`config.mk`:
```
export PLATFORM = sky130hd
export DESIGN_NAME = sliding_window_median
export DESIGN_NICKNAME = d
export VERILOG_FILES = /design/src/rtl/swm_pkg.sv /design/src/rtl/swm_cell.sv /design/src/rtl/sliding_window_median.sv
export SDC_FILE = /design/constraint.sdc
export NUM_CORES = 1
export LEC_CHECK = 0
export BUFFER_PORTS_ARGS = -buffer_cell sky130_fd_sc_hd__buf_2
export CELL_PAD_IN_SITES_DETAIL_PLACEMENT = 0
export CELL_PAD_IN_SITES_GLOBAL_PLACEMENT = 1
export CORE_AREA = 2 2 254 256
export CTS_CLUSTER_DIAMETER = 60
export CTS_CLUSTER_SIZE = 12
export DETAILED_ROUTE_END_ITERATION = 8
export DIE_AREA = 0 0 256 258
export PLACE_DENSITY = 0.8
export SLEW_MARGIN = 20
export SYNTH_ARGS = -nofsm -noshare
export SYNTH_HDL_FRONTEND = slang
export SYNTH_SLANG_ARGS = --single-unit
export TNS_END_PERCENT = 100
```
`constraint.sdc`:
```
create_clock -name i_clk -period 23.7 [get_ports i_clk]
set_clock_uncertainty 0.15 [all_clocks]
set_input_delay 3.555 -clock i_clk [delete_from_list [all_inputs] [get_ports i_clk]]
set_output_delay 3.555 -clock i_clk [all_outputs]
set_load 0.1 [all_outputs]
```
`src/rtl/swm_pkg.sv`:
```
`default_nettype none

package swm_pkg;

    // Configuration register: window size, 5 bits, reset value 15.
    localparam int CFG_W     = 5;
    localparam int CFG_RESET = 15;

    localparam int DEF_MAX_WINDOW   = 16;
    localparam int DEF_SAMPLE_WIDTH = 16;

endpackage

`default_nettype wire

```
`src/rtl/swm_cell.sv`:
```
`default_nettype none

module swm_cell #(
    parameter int SW = 16,
    parameter int AW = 4
) (
    input  wire                 i_clk,
    input  wire                 i_rst_n,
    input  wire                 i_load,
    input  wire                 i_clear,
    input  wire                 i_full,
    input  wire [AW-1:0]        i_oldest,
    input  wire signed [SW-1:0] i_sample,
    input  wire                 i_nxt_valid,
    input  wire [AW-1:0]        i_nxt_age,
    input  wire signed [SW-1:0] i_nxt_value,
    input  wire                 i_prv_c_valid,
    input  wire [AW-1:0]        i_prv_c_age,
    input  wire signed [SW-1:0] i_prv_c_value,
    input  wire                 i_prv_gt,
    input  wire                 i_chain,
    output logic                o_valid,
    output logic [AW-1:0]       o_age,
    output logic signed [SW-1:0] o_value,
    output logic                o_c_valid,
    output logic [AW-1:0]       o_c_age,
    output logic signed [SW-1:0] o_c_value,
    output logic                o_gt,
    output logic                o_chain
);

    logic                 r_valid;
    logic [AW-1:0]        r_age;
    logic signed [SW-1:0] r_value;
    logic                 n_valid;
    logic [AW-1:0]        n_age;
    logic signed [SW-1:0] n_value;
    logic                 w_del;

    // The oldest entry leaves when the window is full; every entry above it
    // closes the gap by taking its upper neighbor.
    assign w_del   = r_valid && i_full && (r_age == i_oldest);
    assign o_chain = i_chain || w_del;

    assign o_c_valid = o_chain ? i_nxt_valid : r_valid;
    assign o_c_age   = o_chain ? i_nxt_age   : r_age;
    assign o_c_value = o_chain ? i_nxt_value : r_value;

    // Empty slots count as greater so the new sample lands at the first one.
    assign o_gt = !o_c_valid || (o_c_value > i_sample);

    always_comb begin
        if (!o_gt) begin
            n_valid = o_c_valid;
            n_age   = o_c_age + 1'b1;
            n_value = o_c_value;
        end else if (!i_prv_gt) begin
            n_valid = 1'b1;
            n_age   = '0;
            n_value = i_sample;
        end else begin
            n_valid = i_prv_c_valid;
            n_age   = i_prv_c_age + 1'b1;
            n_value = i_prv_c_value;
        end
    end

    always_ff @(posedge i_clk) begin
        if (!i_rst_n || i_clear) begin
            r_valid <= 1'b0;
        end else if (i_load) begin
            r_valid <= n_valid;
        end
        if (i_load) begin
            r_age   <= n_age;
            r_value <= n_value;
        end
    end

    assign o_valid = r_valid;
    assign o_age   = r_age;
    assign o_value = r_value;

endmodule

`default_nettype wire

```
`src/rtl/sliding_window_median.sv`:
```
`default_nettype none

// Running median over the most recent N signed samples, where N is the
// configured window size.
// Input channel: i_in_valid / o_in_stall carry one sample per beat on i_sample.
// Output channel: o_out_valid / i_out_stall carry one median per beat on o_median.
// Every accepted sample gives exactly one median, in order.
// An accepted sample enters the sorted cell row, and its median is registered on
// o_median from that row once the output register is free.
// Throughput is one sample per cycle while the receiver does not stall: the
// sorted cell row inserts the new sample and, once the window is full, evicts
// the oldest one in the same update; the median is then picked from the row.
// While the receiver stalls, the output beat holds, one more sample may be
// accepted and its result waits in the cell row; then o_in_stall rises until
// the output moves on.
// Writing the window size (i_cfg_we, i_cfg_data) clears the history; warm-up
// medians are taken over the samples received since the clear. A size of zero
// acts as one and sizes above MAX_WINDOW act as MAX_WINDOW.
// Reset sets the window size to min(15, MAX_WINDOW), empties the history and drops o_out_valid.
module sliding_window_median #(
    parameter int MAX_WINDOW   = swm_pkg::DEF_MAX_WINDOW,
    parameter int SAMPLE_WIDTH = swm_pkg::DEF_SAMPLE_WIDTH
) (
    input  wire                           i_clk,
    input  wire                           i_rst_n,
    input  wire                           i_cfg_we,
    input  wire [swm_pkg::CFG_W-1:0]      i_cfg_data,
    input  wire                           i_in_valid,
    output logic                          o_in_stall,
    input  wire signed [SAMPLE_WIDTH-1:0] i_sample,
    output logic                          o_out_valid,
    input  wire                           i_out_stall,
    output logic signed [SAMPLE_WIDTH-1:0] o_median
);

    import swm_pkg::*;

    localparam int M  = MAX_WINDOW;
    localparam int SW = SAMPLE_WIDTH;
    localparam int NW = $clog2(M + 1);
    localparam int AW = (M > 1) ? $clog2(M) : 1;
    localparam int RST_SIZE = (CFG_RESET > M) ? M : CFG_RESET;

    logic [NW-1:0] r_size;
    logic [NW-1:0] r_count;
    logic          r_pend;
    logic [AW-1:0] r_pick;
    logic          r_out_valid;
    logic signed [SW-1:0] r_median;

    logic [NW-1:0] n_size;
    logic [AW-1:0] n_pick;
    logic          w_full;
    logic          w_accept;
    logic          w_out_free;
    logic [NW:0]   w_count_inc;

    logic                 w_vld   [M];
    logic [AW-1:0]        w_age   [M];
    logic signed [SW-1:0] w_val   [M];
    logic                 w_cvld  [M];
    logic [AW-1:0]        w_cage  [M];
    logic signed [SW-1:0] w_cval  [M];
    logic                 w_gt    [M];
    logic                 w_chain [M];

    always_comb begin
        if (i_cfg_data == '0) begin
            n_size = NW'(1);
        end else if (32'(i_cfg_data) > 32'(M)) begin
            n_size = NW'(M);
        end else begin
            n_size = NW'(i_cfg_data);
        end
    end

    assign w_out_free  = !r_out_valid || !i_out_stall;
    assign o_in_stall  = r_pend && !w_out_free;
    assign w_accept    = i_in_valid && !o_in_stall;
    assign w_full      = (r_count == r_size);
    assign w_count_inc = {1'b0, r_count} + 1'b1;

    // The window counts as filled on the sample that completes it.
    always_comb begin
        if (w_count_inc >= {1'b0, r_size}) begin
            n_pick = AW'(r_size >> 1);
        end else begin
            n_pick = AW'(r_count >> 1);
        end
    end

    always_ff @(posedge i_clk) begin
        if (!i_rst_n) begin
            r_size      <= NW'(RST_SIZE);
            r_count     <= '0;
            r_pend      <= 1'b0;
            r_out_valid <= 1'b0;
        end else begin
            if (i_cfg_we) begin
                r_size  <= n_size;
                r_count <= '0;
            end else if (w_accept && !w_full) begin
                r_count <= w_count_inc[NW-1:0];
            end
            if (w_accept) begin
                r_pend <= 1'b1;
            end else if (w_out_free) begin
                r_pend <= 1'b0;
            end
            if (w_out_free) begin
                r_out_valid <= r_pend;
            end
        end
        if (w_accept) begin
            r_pick <= n_pick;
        end
        if (w_out_free && r_pend) begin
            r_median <= w_val[r_pick];
        end
    end

    for (genvar g = 0; g < M; g++) begin : g_cell
        logic                 w_nxt_vld;
        logic [AW-1:0]        w_nxt_age;
        logic signed [SW-1:0] w_nxt_val;
        logic                 w_prv_cvld;
        logic [AW-1:0]        w_prv_cage;
        logic signed [SW-1:0] w_prv_cval;
        logic                 w_prv_gt;
        logic                 w_prv_chain;

        if (g == M - 1) begin : g_top
            assign w_nxt_vld = 1'b0;
            assign w_nxt_age = '0;
            assign w_nxt_val = '0;
        end else begin : g_mid
            assign w_nxt_vld = w_vld[g+1];
            assign w_nxt_age = w_age[g+1];
            assign w_nxt_val = w_val[g+1];
        end

        if (g == 0) begin : g_bot
            assign w_prv_cvld  = 1'b0;
            assign w_prv_cage  = '0;
            assign w_prv_cval  = '0;
            assign w_prv_gt    = 1'b0;
            assign w_prv_chain = 1'b0;
        end else begin : g_low
            assign w_prv_cvld  = w_cvld[g-1];
            assign w_prv_cage  = w_cage[g-1];
            assign w_prv_cval  = w_cval[g-1];
            assign w_prv_gt    = w_gt[g-1];
            assign w_prv_chain = w_chain[g-1];
        end

        swm_cell #(
            .SW(SW),
            .AW(AW)
        ) u_cell (
            .i_clk         (i_clk),
            .i_rst_n       (i_rst_n),
            .i_load        (w_accept && !i_cfg_we),
            .i_clear       (i_cfg_we),
            .i_full        (w_full),
            .i_oldest      (AW'(r_size - 1'b1)),
            .i_sample      (i_sample),
            .i_nxt_valid   (w_nxt_vld),
            .i_nxt_age     (w_nxt_age),
            .i_nxt_value   (w_nxt_val),
            .i_prv_c_valid (w_prv_cvld),
            .i_prv_c_age   (w_prv_cage),
            .i_prv_c_value (w_prv_cval),
            .i_prv_gt      (w_prv_gt),
            .i_chain       (w_prv_chain),
            .o_valid       (w_vld[g]),
            .o_age         (w_age[g]),
            .o_value       (w_val[g]),
            .o_c_valid     (w_cvld[g]),
            .o_c_age       (w_cage[g]),
            .o_c_value     (w_cval[g]),
            .o_gt          (w_gt[g]),
            .o_chain       (w_chain[g])
        );
    end

    assign o_out_valid = r_out_valid;
    assign o_median    = r_median;

endmodule

`default_nettype wire

```
==> impl_metrics.ini <==
[final_layout]
final_common_cell = nand2_1
seq_area_um2 = 10800
final_cells = 4092
most-common-layout-cells = nand2_1 (341), edfxtp_1 (340), ha_1 (279), o21ai_0 (258), nor2_1 (232)
n_fill_cell = 5720
post_route_cells_drive_above_1_share_pct = 14.3
multi_input_area_um2 = 19200
nNetsFinal = 3494
utilization_pct = 53.5
final_area_um2 = 34100
area_growth_syn_to_layout_pct = 8.60

[floorplanning]
io_pins = 44
dieArea_um2 = 66000
floorplan.initialDensity_pct = 49.3
die_x_um = 256
die_h_um = 258
rows = 93
core_um2 = 63600

[setup_path]
worstPathArrival_ns = 8.21
crit_buf_inv = 5
crit_fanout = 30
crit_family = buffers and inverters
path_cells = buf_4 > inv_1 > ha_1 > xor2_1 > nand4_1 > or4_1 > nand4_2 > nor3_4 > buf_4 > o21ai_2 > buf_4 > mux2_2 > ha_1 > nand4_1 > a21oi_1 > a211oi_1 > o211ai_1 > mux2_2 > nand2_1 > mux2_2 > buf_4 > nor2_1 > a31o_2
cp_common_cell = buf_4
crit_type = reg -> reg
crit_path_max_incr_delay_ns = 0.95
cp.required_ns = 23.91
endpoint_kind = register
crit_slowest_cell = ha_1
cp-start-kind = register

[placed_design]
portBuffers = 43
dp_hpwl_um = 74600
dp.cells = 3994
gp_congestion = 0.942
placed_cell_area_um2 = 32500

[timing]
max_freq_mhz = 125
slew_headroom_pct = 28.1
min_period_over_period_pct = 33.8
slew_violations = 0
rsz0062_at_grt = false
finalSetupTns_ns = 0
tightest_slew_ns = 1.08
min_period_ns = 8.00
setup_violations = 0
hold_violations = 0

[clock_tree]
htreeDepth = 2
clock_sinks = 368
cts_buffers = 47
cts_max_path_buffers = 3
cts_setup_buffers = 0
cts_hold_buf = 0
clk_latency_ns = 0.62
root_buffer = clkbuf_16
cts_tree = yes
clkSlewWorstSetupHoldPaths_ns = 0.07
cts_resized = 0

[run_status]
status = finished clean

[route]
vias = 26000
dr.pass1.iters = 5
ant_nets = 0
dr.first_iter.drc_count = 2519
wl_per_cell_um = 25.5
drc_errors = 0
drt-total-wl_um = 104000
vias_per_cell = 6.35

[global_routing]
grt_pass1_wl_um = 156000
grt_pass1_vias = 25100
track_usage_pct = 30.8
antenna_found_initial = 17
grt_start_max_net_pins = 167
grt-ovfl-total = 0

[power]
p_sw_uw = 586
power.leakage_nw = 14.2
vdd_ir_drop_max_uv = 50.3
switching_share_pct = 30.4
clock_power_share_pct = 39.1
power.internal_mw = 1.34
seq_power_share_pct = 40.9
power_density_nw_per_um2 = 56.6
pwr-share-comb_pct = 20.0
finalPower_mw = 1.93

[synth]
ys_ff_latch = 368
syn_area_per_cell_um2 = 9.68
synth_flop_cell = edfxtp_1
postSynthCellCount = 3243
async_flop_share_pct = 0
ys_seq_area_share_pct = 34.3
syn_nets = 3548
synthesis.area_um2 = 31400
synthDistinctLibCells = 81
synth_edf_count = 340
ys_warn_count = 0

[worst_hold_path]
min_path_type = reg -> reg

[flow_run]
drv_cap = 0
## final timing paths
path	from	endpoint	slack [ns]	depth (start not counted)
worst min register to register	g_cell[6].u_cell.o_valid	g_cell[6].u_cell.o_valid	0.33	1
worst max register to register	r_size[0]	g_cell[12].u_cell.o_value[0]	15.70	23
worst max-delay path	r_size[0]	g_cell[12].u_cell.o_value[0]	15.70	23
worst min-delay path	g_cell[6].u_cell.o_valid	g_cell[6].u_cell.o_valid	0.33	1
## cells by family (layout without fill, tap and decap cells)
kind of cell / after synthesis / count (layout) / synth area share [%]
xor gates and xnor gates: 108 / 108 / 4.17
muxes: 426 / 426 / 17.4
AOI/OAI and AO/OA: 778 / 778 / 15.0
and+or+nand+nor: 884 / 884 / 12.9
buffers and inverters: 400 / 384 / 5.12
adders and majority gates: 279 / 279 / 11.1
other: 0 / 10 / 0
DFF: 368 / 368 / 34.3
## metrics by stage
step                setup WS [ns]  hold WS [ns]
floorplan                    5.28         0.290
global placement            15.66         0.300
detailed placement          15.59         0.311
CTS                         15.73         0.325
global route                15.41         0.341
finish                      15.70         0.326
## Yosys cell counts, types with 9 or more instances
cell type | count | area share [%]
a211oi_1 | 15 | 0.36
a21o_1 | 32 | 0.77
a21oi_1 | 181 | 2.9
a221o_1 | 18 | 0.57
and4_1 | 9 | 0.25
buf_1 | 16 | 0.19
buf_2 | 52 | 0.83
buf_4 | 9 | 0.22
clkbuf_1 | 134 | 1.6
dfxtp_1 | 28 | 1.8
edfxtp_1 | 340 | 33
ha_1 | 279 | 11
inv_1 | 186 | 2.2
mux2_2 | 147 | 5.3
mux2i_1 | 199 | 6.3
mux4_2 | 80 | 5.7
nand2_1 | 343 | 4.1
nand2b_1 | 13 | 0.26
nand3_1 | 58 | 0.92
nand3b_1 | 10 | 0.24
nand4_1 | 56 | 1.1
nor2_1 | 237 | 2.8
nor2b_1 | 39 | 0.78
nor3_1 | 57 | 0.91
nor4_1 | 12 | 0.24
o211ai_1 | 32 | 0.77
o21a_1 | 22 | 0.53
o21ai_0 | 259 | 4.1
o22ai_1 | 104 | 2.1
o31ai_1 | 41 | 0.98
or4_1 | 9 | 0.22
xnor2_1 | 26 | 0.73
xnor3_1 | 23 | 1.7
xor2_1 | 56 | 1.6
## area by class of cell
cell class	instances	share of cell area [%]
clock buffer	61	3.82
sequential	368	31.6
clock inverter	26	0.800
timing repair buffer	109	2.18
tap	855	3.14
antenna	10	0.0734
inverter	188	2.07
multi-input combinational	2475	56.3
## power groups by stage
| stage | registers (mW) | logic, mW | clock network [mW] |
|---|---|---|---|
| global placement | 0.799 | 0.370 | 0 |
| finish | 0.788 | 0.385 | 0.754 |
| global route | 0.792 | 0.418 | 0.787 |
| floorplan | 0.812 | 0.255 | 0 |
| CTS | 0.787 | 0.379 | 0.763 |
| detailed placement | 0.801 | 0.378 | 0 |
## flip-flops by register name, indices dropped and copies added (netlist names)
| signal | count |
|---|---|
| g_cell.u_cell.o_value | 256 |
| g_cell.u_cell.o_age | 64 |
| g_cell.u_cell.o_valid | 16 |
| o_median | 16 |
| r_count | 5 |
| r_size | 5 |
| r_pick | 4 |
| o_out_valid | 1 |
| r_pend | 1 |
## layer usage
| metal | global-route usage [%] | wire, um |
|---|---|---|
| met5 | 0 | 12 |
| met4 | 10.9 | 3650 |
| met3 | 4.29 | 7500 |
| met2 | 51.1 | 49000 |
| met1 | 41.4 | 44100 |
(Power assumes the default switching activity.)
